==> config.mk <==
export PLATFORM = sky130hd
export DESIGN_NAME = sgdm_ctrl
export DESIGN_NICKNAME = d
export VERILOG_FILES = /design/src/rtl/sgdm_pkg.sv /design/src/rtl/sgdm_ctrl.sv
export SDC_FILE = /design/constraint.sdc
export NUM_CORES = 1
export LEC_CHECK = 0
export ABC_CLOCK_PERIOD_IN_PS = 1500
export BUFFER_PORTS_ARGS = -buffer_cell sky130_fd_sc_hd__buf_2
export CAP_MARGIN = 20
export CORE_AREA = 2 2 39 41
export CTS_BUF_LIST = sky130_fd_sc_hd__clkbuf_8
export DETAILED_ROUTE_END_ITERATION = 6
export DIE_AREA = 0 0 41 43
export REMOVE_ABC_BUFFERS = 1
export SLEW_MARGIN = 15
export SYNTH_ARGS = -nofsm -noshare
export SYNTH_HDL_FRONTEND = slang
export SYNTH_SLANG_ARGS = --single-unit
==> constraint.sdc <==
create_clock -name clk -period 1.5 [get_ports clk]
set_clock_uncertainty 0.05 [all_clocks]
set_input_delay 0.45 -clock clk [delete_from_list [all_inputs] [get_ports clk]]
set_output_delay 0.45 -clock clk [all_outputs]
set_load 0.1 [all_outputs]
==> src/rtl/sgdm_pkg.sv <==
`default_nettype none
package sgdm_pkg;

  // Field widths
  localparam int IDX_W  = 12;
  localparam int DATA_W = 32;
  localparam int GAIN_W = 16;
  localparam int MODE_W = 2;

  // Packed stream widths, rounded up to whole bytes
  localparam int IN_TDATA_W  = ((IDX_W + 2 * DATA_W + 7) / 8) * 8;
  localparam int OUT_TDATA_W = DATA_W;

  // Default depth of the history store
  localparam int HISTORY_DEPTH_DEF = 4096;

  // Index reduction uses a reciprocal scaled by 2^RECIP_SHIFT
  localparam int RECIP_SHIFT = 24;

  // Register indexes on the configuration port
  localparam logic [1:0] REG_LEARNING_RATE = 2'd0;
  localparam logic [1:0] REG_MOMENTUM_GAIN = 2'd1;
  localparam logic [1:0] REG_DECAY_GAIN    = 2'd2;
  localparam logic [1:0] REG_REG_MODE      = 2'd3;

  // Regularization mode bits
  localparam int MODE_L1_BIT = 0;
  localparam int MODE_L2_BIT = 1;

  // Commands from the sequencer to the datapath
  typedef struct packed {
    logic load;      // capture the accepted input item
    logic quot;      // estimate quotient, form decay product
    logic slot;      // finish index reduction
    logic read;      // read history entry, regularize gradient
    logic mul;       // form gain products
    logic acc;       // sum, round, saturate, write history back
    logic clear;     // write zero at the clear pointer
    logic out_load;  // load the result register
  } cmd_t;

  // Status from the datapath to the sequencer
  typedef struct packed {
    logic clear_last;  // clear pointer at the last entry
    logic out_free;    // result register can take a new item
  } sts_t;

endpackage
`default_nettype wire

==> src/rtl/sgdm_ctrl.sv <==
`default_nettype none
module sgdm_ctrl (
  input  wire logic          clk,
  input  wire logic          rst_n,
  input  wire logic          in_valid,
  output logic               in_ready,
  input  wire sgdm_pkg::sts_t sts,
  output sgdm_pkg::cmd_t     cmd
);

  localparam logic [2:0] S_CLEAR = 3'd0;
  localparam logic [2:0] S_IDLE  = 3'd1;
  localparam logic [2:0] S_QUOT  = 3'd2;
  localparam logic [2:0] S_SLOT  = 3'd3;
  localparam logic [2:0] S_READ  = 3'd4;
  localparam logic [2:0] S_MUL   = 3'd5;
  localparam logic [2:0] S_ACC   = 3'd6;
  localparam logic [2:0] S_DONE  = 3'd7;

  logic [2:0] state_r;
  logic [2:0] state_nxt;

  assign in_ready = (state_r == S_IDLE);

  // Step through one item, or sweep the store after reset
  always_comb begin
    state_nxt = state_r;
    cmd       = '0;
    unique case (state_r)
      S_CLEAR: begin
        cmd.clear = 1'b1;
        if (sts.clear_last) state_nxt = S_IDLE;
      end
      S_IDLE: begin
        if (in_valid) begin
          cmd.load  = 1'b1;
          state_nxt = S_QUOT;
        end
      end
      S_QUOT: begin
        cmd.quot  = 1'b1;
        state_nxt = S_SLOT;
      end
      S_SLOT: begin
        cmd.slot  = 1'b1;
        state_nxt = S_READ;
      end
      S_READ: begin
        cmd.read  = 1'b1;
        state_nxt = S_MUL;
      end
      S_MUL: begin
        cmd.mul   = 1'b1;
        state_nxt = S_ACC;
      end
      S_ACC: begin
        cmd.acc   = 1'b1;
        state_nxt = S_DONE;
      end
      S_DONE: begin
        if (sts.out_free) begin
          cmd.out_load = 1'b1;
          state_nxt    = S_IDLE;
        end
      end
      default: state_nxt = S_CLEAR;
    endcase
  end

  always_ff @(posedge clk) begin
    if (!rst_n) begin
      state_r <= S_CLEAR;
    end else begin
      state_r <= state_nxt;
    end
  end

endmodule
`default_nettype wire

# Yosys cells after proc, flatten, opt, wreduce, memory -nomap -nowiden

Index checks and enable logic that the tools add are counted.

Bits of input ports: 5
Register bits after elaboration: 3
Output and inout port bits: 9
Logic and storage cells: 27

Equality and inequality tests: 10
Reduce and logical (&&, ||, !) cells: 2
Muxes and demuxes: 14

Operators with widths:

| operator                                                         | count |
|---|---|
| 3-bit case mux with 8 select lines                               | 1 |
| 3-bit == test (second input constant)                            | 4 |
| 1-bit two-way mux                                                | 10 |
| 3-bit two-way mux                                                | 3 |
| 3-bit by 2-bit == test with 1-bit output (second input constant) | 2 |
| 2-bit inequality test (second input constant)                    | 3 |
| 3-bit by 1-bit == test with 1-bit output (second input constant) | 1 |
| 3-bit zero test                                                  | 1 |
| 3-bit AND reduction                                              | 1 |

# Depth between registers and ports, before layout

Gate-level depths: netlist (run 1).

Word-level depth: 3
Mapped depth: 6
Mapped depth without buffers: 6

# Worst setup path after synthesis (run 1)

No wires, ideal clock.

Path type: register -> output
Start: register state_r[1]
End: output port cmd[7] (netlist name)
Arrival: 2.950 ns
Stages on the path, launching flop included: 5
Buffers on the path: 0
Path slack: -1.950 ns
Data required time: 1.000 ns
Path through: dfxtp_1 inv_1 ha_1 nor2b_1 and2_1

RTL lines:

| element                | line            | source |
|---|---|---|
| start, declared        | sgdm_ctrl.sv:20 | `logic [2:0] state_r;` |
| start signal, assigned | sgdm_ctrl.sv:74 | `state_r <= state_nxt;` |
| end, declared          | sgdm_ctrl.sv:8  | `output sgdm_pkg::cmd_t cmd` |

==> results of run 1 <==
==> routing by layer <==
layer  up-vias  wire (um)
met4         0         18
met2        17        526
li1        174          -
met1       146        282
met5         -          0
met3         2         65
==> worst reg2reg max path, delay by kind of cell (launching register included) <==
family                     cells  cell delay [ns]
AOI/OAI and AO/OA              1             0.15
adders and majority gates      1             0.15
and+or+nand+nor                2             0.27
DFF                            1             0.35
buffers and inverters          3             0.37
==> repair_timing <==
action	CTS	global route
pin swaps	4	0
hold endpoints to repair	0	0
gates resized for setup	25	6
buffers inserted	2	2
endpoints found under the setup margin	9	10
==> per-stage QoR <==
step	instance area [um2]	hold slack, ns
floorplan	305	0.421
global placement	593	0.539
detailed placement	593	0.544
CTS	734	0.459
global route	796	0.481
finish	796	0.470
==> cell type report <==
type                    count  area, um2  area share (%)
well taps                  16       20.0            2.52
flip-flops and latches      3       68.8            8.65
clock inverters             1       3.75           0.472
clock buffers               3       41.3            5.19
repair buffers             26        318            39.9
inverters                   4       17.5            2.20
multi-input cells          28        327            41.0
==> path summary, 6_finish.rpt <==
path	from	end	slack [ns]
max	state_r[1]$_SDFFE_PN0P_	cmd[7]	-0.21
max reg2reg	state_r[0]$_SDFFE_PN0P_	state_r[2]$_SDFFE_PN0P_	0.05
min reg2reg	state_r[1]$_SDFFE_PN0P_	state_r[1]$_SDFFE_PN0P_	0.56
min	rst_n	state_r[2]$_SDFFE_PN0P_	0.47
==> power by group through the flow <==
stage | clock (uW) | sequential (uW) | combinational (uW)
6_report | 221 | 164 | 1530
5_1_grt | 238 | 170 | 1610
4_1_cts | 229 | 155 | 1370
3_5_place_dp | 0 | 131 | 1230
3_3_place_gp | 0 | 130 | 1210
2_1_floorplan | 0 | 137 | 734
==> cells by family (layout without fill, tap and decap cells) <==
logic type | Yosys count | count (layout)
fa+ha+maj | 4 | 4
buf+inv | 5 | 34
mux | 3 | 3
compound gates | 3 | 3
flops | 3 | 3
simple gates | 18 | 18
==> cell usage in the layout, fill, tap and decap left out, types with 2 or more instances in the layout <==
cell / count
and2_4: 4
buf_12: 10
buf_2: 4
buf_4: 10
buf_6: 2
clkbuf_8: 3
dfxtp_4: 2
ha_4: 4
inv_1: 4
mux2i_1: 2
nand2_1: 4
nor2b_4: 3
==> impl_results.md, run 1 <==
* Status: complete, but fails checks
* Violated checks: negative setup slack
* # H-tree levels at 1
* Initial Utilization at 22.6%
* Clk slew on worst S/H paths at 0.03 ns
* Mux cell area share after synthesis at 13.6%
* Max VDD drop at 1.40 mV
* Synth area leaders: dfxtp_1, ha_1, and2_1, nor2b_1, mux2i_4
* Setup WS post-layout at -0.209 ns
* Reg with most FFs: state_r
* Routability-driven placement congestion ratio at 0.765
* Post-DP HPWL at 602 um
* # rows at 14
* Critical path buffer and inverter count at 2
* Crit path largest cell delay at 0.33 ns
* GRT busiest layer: met2
* Max Buffers Root-to-Sink at 2
* # setup viols final at 9
* Drt via density at 4.19
* Sw Ratio at 47.6%
* Critical path cell sequence: inv_4, ha_4, nor2b_4, and2_4, buf_12
* Worst path depth at 5
* Avg Synthesized Cell Area at 8.69 um2
* Fin util at 57.5%
* Area of the core at 0.00138 mm2
* Final slew viol count at 0
* Unrepaired setup endpoints after global routing: true
* Slowest CP cell: dfxtp_2
* Total negative setup slack at -1.64 ns
* Pre-CTS setup slack at -0.106 ns
* CP Capture Type: output pin
* Post-Place Cells at 73
* Comb pwr share at 79.8%
* Met3 global-route usage at 5.24%
* Power per Cell Area at 2400 mW/mm2
* Port Buffer Count at 13
* Max Fclk at 585 MHz
* Type of origin of the critical path: register
* Antenna cells at 0
* DR vias at 339
* Slew HR at 82.0%
* Die width at 41 um
* Top cell type's share of synthesized area at 19.2%
* Commonest cells post-synth: and2_1, ha_1, inv_1, nand2_1, nor2b_1
* Drt pass-1 iters at 4
* Worst-margin pin slew at 0.266 ns
* Layout cell share with drive strength beyond 1 at 75.4%
* Die height at 43 um
* Nets at 75
* DRT iter0 DRCs at 4
* TritonCTS clock tree: built
* Synth async-reset ratio at 0%
* Kind of cell adding the most delay to the critical path: flip-flops
* Clock share of power at 11.6%
* Clk sink count at 3
* Die area at 0.00176 mm2
* Syn Std Cell Area at 313 um2
* Critical Path RT at 1.00 ns
* Final min period at 1.71 ns
* Met2 Use GR at 23.1%
* CTS root buf: clkbuf_8
* Initial antenna violation count at 0
* P_sw at 910 uW
* Routed len/inst at 11.0 um
* Fillcell total at 116
* Vias in the first global route at 367
* Adder-cell area share of the yosys netlist at 16.0%
* Post-Syn Instances at 36
* XOR/XNOR Fraction of Synth Area at 0%
* I/O pins at 14
* First-pass GRT wire length at 1520 um
* Post-synth EDFFs at 0
* Synth Warn # at 0
* Critical Path Fanout Max at 3
* Primary FF master, synth: dfxtp_1
* Final non-filler cell total at 81
* Register share of total power at 8.6%
* Post-synth cell types at 17
* Arr. time, crit path at 1.21 ns
* Post-synthesis compound-gate area fraction at 12.0%
* DR DRC count at 0
* # hold bufs at CTS at 0
* WHS Path Cells at 2
* Largest net degree at the start of global routing at 12
* Num CTS Buffers at 3
* Largest registers: state_r: 3 flops
* Power Total at 1910 uW
* P_int at 1000 uW
* Global Route Usage Sum at 13.7%
* Final Hold Vio Count at 0
* Class of the worst hold path: in2reg
* Final period util at 114%
* Largest register FFs at 3
* GR Overflow Total at 0
* Wirelength, routed at 893 um
* Max_cap viols at 0
* Synth Register Bits at 3
* Seq/Total Area, Yosys at 19.2%
* Post-synth top area cell: dfxtp_1
* Layout area overhead at 154%
* Largest family of logic cells by synthesized area: simple AND/OR/NAND/NOR gates
* Clk_lat worst skew at 0.21 ns
* WS Path Type: reg2out
* Leak pwr at 0.000355 uW
* Synth Area in Simple Gates at 32.0%
* Antenna-violating nets left at 0
* Worst r2r path cells at 7
* GRT met1 Usage at 11.2%
(Power assumes the default switching activity.)
==> inputs of run 2 (changes only) <==
--- a/config.mk
+++ b/config.mk
@@ -5,7 +5,7 @@
 export SDC_FILE = /design/constraint.sdc
 export NUM_CORES = 1
 export LEC_CHECK = 0
-export ABC_CLOCK_PERIOD_IN_PS = 1500
+export ABC_CLOCK_PERIOD_IN_PS = 2100
 export BUFFER_PORTS_ARGS = -buffer_cell sky130_fd_sc_hd__buf_2
 export CAP_MARGIN = 20
 export CORE_AREA = 2 2 39 41
@@ -13,7 +13,7 @@
 export DETAILED_ROUTE_END_ITERATION = 6
 export DIE_AREA = 0 0 41 43
 export REMOVE_ABC_BUFFERS = 1
-export SLEW_MARGIN = 15
+export SLEW_MARGIN = 10
 export SYNTH_ARGS = -nofsm -noshare
 export SYNTH_HDL_FRONTEND = slang
 export SYNTH_SLANG_ARGS = --single-unit
==> constraint.sdc (replaced) <==
create_clock -name clk -period 2.1 [get_ports clk]
set_clock_uncertainty 0.05 [all_clocks]
set_input_delay 0.63 -clock clk [delete_from_list [all_inputs] [get_ports clk]]
set_output_delay 0.63 -clock clk [all_outputs]
set_load 0.1 [all_outputs]
==> run 2 against run 1 <==
The run now ends clean. Register-to-register slack improved by 0.72 ns. Global-route usage decreased by 5.0 points. Critical path depth is 1 lower. Worst setup slack improved by 0.29 ns. Cell area shrank 26%. Wire length decreased by 33%. First-iteration DRC count decreased by 75%. Largest cell class unchanged. Clock-buffer cell count stayed put. Sequential share of layout area increased by 1.8 points.
==> impl_results.md, run 2 (synthesis gave the netlist of run 1 again) <==
* Num CTS Buffers at 3 (unchanged)
* # H-tree levels at 1 (unchanged)
* Antenna-violating nets left at 0 (unchanged)
* I/O pins at 14 (unchanged)
* Die area at 0.00176 mm2 (unchanged)
* Max Buffers Root-to-Sink at 2 (unchanged)
* Critical Path RT at 1.42 ns (was 1.00 ns)
* Vias in the first global route at 249 (was 367)
* Met3 global-route usage at 6.81% (was 5.24%)
* # hold bufs at CTS at 0 (unchanged)
* GRT met1 Usage at 9.58% (was 11.2%)
* Status: finished, final reports clean (was complete, but fails checks)
* Clk_lat worst skew at 0.22 ns (was 0.21 ns)
* Area of the core at 0.00138 mm2 (unchanged)
* Reg2reg setup slack at 0.77 ns (was 0.05 ns)
* Die width at 41 um (unchanged)
* GR Overflow Total at 0 (unchanged)
* Worst setup path start: state_r[0]$_SDFFE_PN0P_ (was state_r[1]$_SDFFE_PN0P_)
* Layout area overhead at 87.6% (was 154%)
* # rows at 14 (unchanged)
* Worst-margin pin slew at 0.381 ns (was 0.266 ns)
* Drt pass-1 iters at 2 (was 4)
* Class of the worst hold path: reg2reg (was in2reg)
* Wirelength, routed at 601 um (was 893 um)
* Unrepaired setup endpoints after global routing: false (was true)
* Post-CTS setup buffers at 0 (was 2)
* Routability-driven placement congestion ratio at 0.701 (was 0.765)
* Final min period at 2.02 ns
* Slew HR at 74.6% (was 82.0%)
* Layout cell share with drive strength beyond 1 at 38.9% (was 75.4%)
* First-pass GRT wire length at 1040 um (was 1520 um)
* Commonest cells after routing, fill and taps aside: buf_12, inv_1 (was buf_12, buf_4)
* Clk slew on worst S/H paths at 0.03 ns (about the same)
* Final period util at 96.1%
* Hold_ws at 0.428 ns (was 0.470 ns)
* Die height at 43 um (unchanged)
* Arr. time, crit path at 1.34 ns (was 1.21 ns)
* Port Buffer Count at 13 (unchanged)
* Largest register FFs at 3 (unchanged)
* # setup viols final at 0 (was 9)
* Final slew viol count at 0 (unchanged)
* DR DRC count at 0 (unchanged)
* Worst hold start: state_r[1]$_SDFFE_PN0P_ (was rst_n)
* Reg2Reg Launch Point: state_r[1]$_SDFFE_PN0P_ (was state_r[0]$_SDFFE_PN0P_)
* GRT busiest layer: met2 (unchanged)
* Final Hold Vio Count at 0 (unchanged)
* Fillcell total at 131 (was 116)
* Drt via density at 4.19 (about the same)
* Routed len/inst at 8.59 um (was 11.0 um)
* Kind of cell adding the most delay to the critical path: flip-flops (unchanged)
* Slowest CP cell: dfxtp_1 (was dfxtp_2)
* Type of origin of the critical path: register (unchanged)
* Initial Utilization at 22.6% (unchanged)
* CP Capture Type: output pin (unchanged)
* DR vias at 293 (was 339)
* Max Fclk at 495 MHz
* WS Path Type: reg2out (unchanged)
* DRT iter0 DRCs at 1 (was 4)
* Global Route Usage Sum at 8.72% (was 13.7%)
* Antenna cells at 0 (unchanged)
* Reg with most FFs: state_r (unchanged)
* Clk sink count at 3 (unchanged)
* Initial antenna violation count at 0 (unchanged)
* Leading cell type in the layout, fill and taps excluded: buf_12
* Met2 Use GR at 12.8% (was 23.1%)
* Post-DP HPWL at 521 um (was 602 um)
* Crit path largest cell delay at 0.33 ns (about the same)
* CTS root buf: clkbuf_8 (unchanged)
* CTS-repair resized insts at 0 (was 25)
* TritonCTS clock tree: built (unchanged)
* Largest net degree at the start of global routing at 12 (unchanged)
* Critical path buffer and inverter count at 2 (unchanged)
* Max_cap viols at 0 (unchanged)
* Critical path cell sequence: inv_1, ha_1, nor2b_1, buf_12 (was inv_4, ha_4, nor2b_4, and2_4, buf_12)
* Nets at 64 (was 75)
* Largest registers: state_r: 3 flops (unchanged)
* Critical Path Fanout Max at 4 (was 3)
-- run 2: changes by cell type in the layout (fill, tap and decap cells not counted), sizes merged --
cell,before,now
buf,26,15
-- run 2: per-layer routing --
layer / wire (um) / vias to the layer above / part of all wire (%)
li1: - / 152 / -
met1: 230 / 128 / 38
met2: 301 / 13 / 50
met3: 69 / 0 / 11
met4: 0 / 0 / 0
met5: 0 / - / 0
-- run 2: worst reg2reg max path: stages, from the launching register on --
cell and delay, ns:
dfxtp_2 0.34, inv_1 0.06, ha_1 0.18, buf_4 0.15, a22oi_4 0.19, mux2i_4 0.10
mux2i_1 0.13
-- run 2: path summary, 6_finish.rpt --
check,endpoint,cells past startpoint
worst max register to register,state_r[0]$_SDFFE_PN0P_,6
worst max-delay path,cmd[1],4
worst min register to register,state_r[1]$_SDFFE_PN0P_,2
worst min-delay path,state_r[1]$_SDFFE_PN0P_,2
-- run 2: final cells by class --
cell class	instances	area (um2)	area share, %
clock buffers	3	41.3	7.04
clock inverters	1	3.75	0.640
inverters	4	15.0	2.56
multi-input cells	28	230	39.2
flip-flops and latches	3	61.3	10.4
well taps	16	20.0	3.41
repair buffers	15	215	36.7
-- run 2: stage by stage --
stage               util, %  setup WS (ns)  instance area (um2)  setup TNS, ns  instances
floorplan                 -          -1.53                  305          -3.23         35
global placement       39.1          0.300                  541              0         66
detailed placement     39.1          0.284                  541              0         66
CTS                    42.3         0.0584                  586              0         70
global route           42.4         0.0292                  587              0         70
finish                 42.4         0.0816                  587              0         70
Power of run 2 is left out: the tool's default activity adds up to more than one toggle a clock period on the data nets, which glitch-free logic cannot reach.
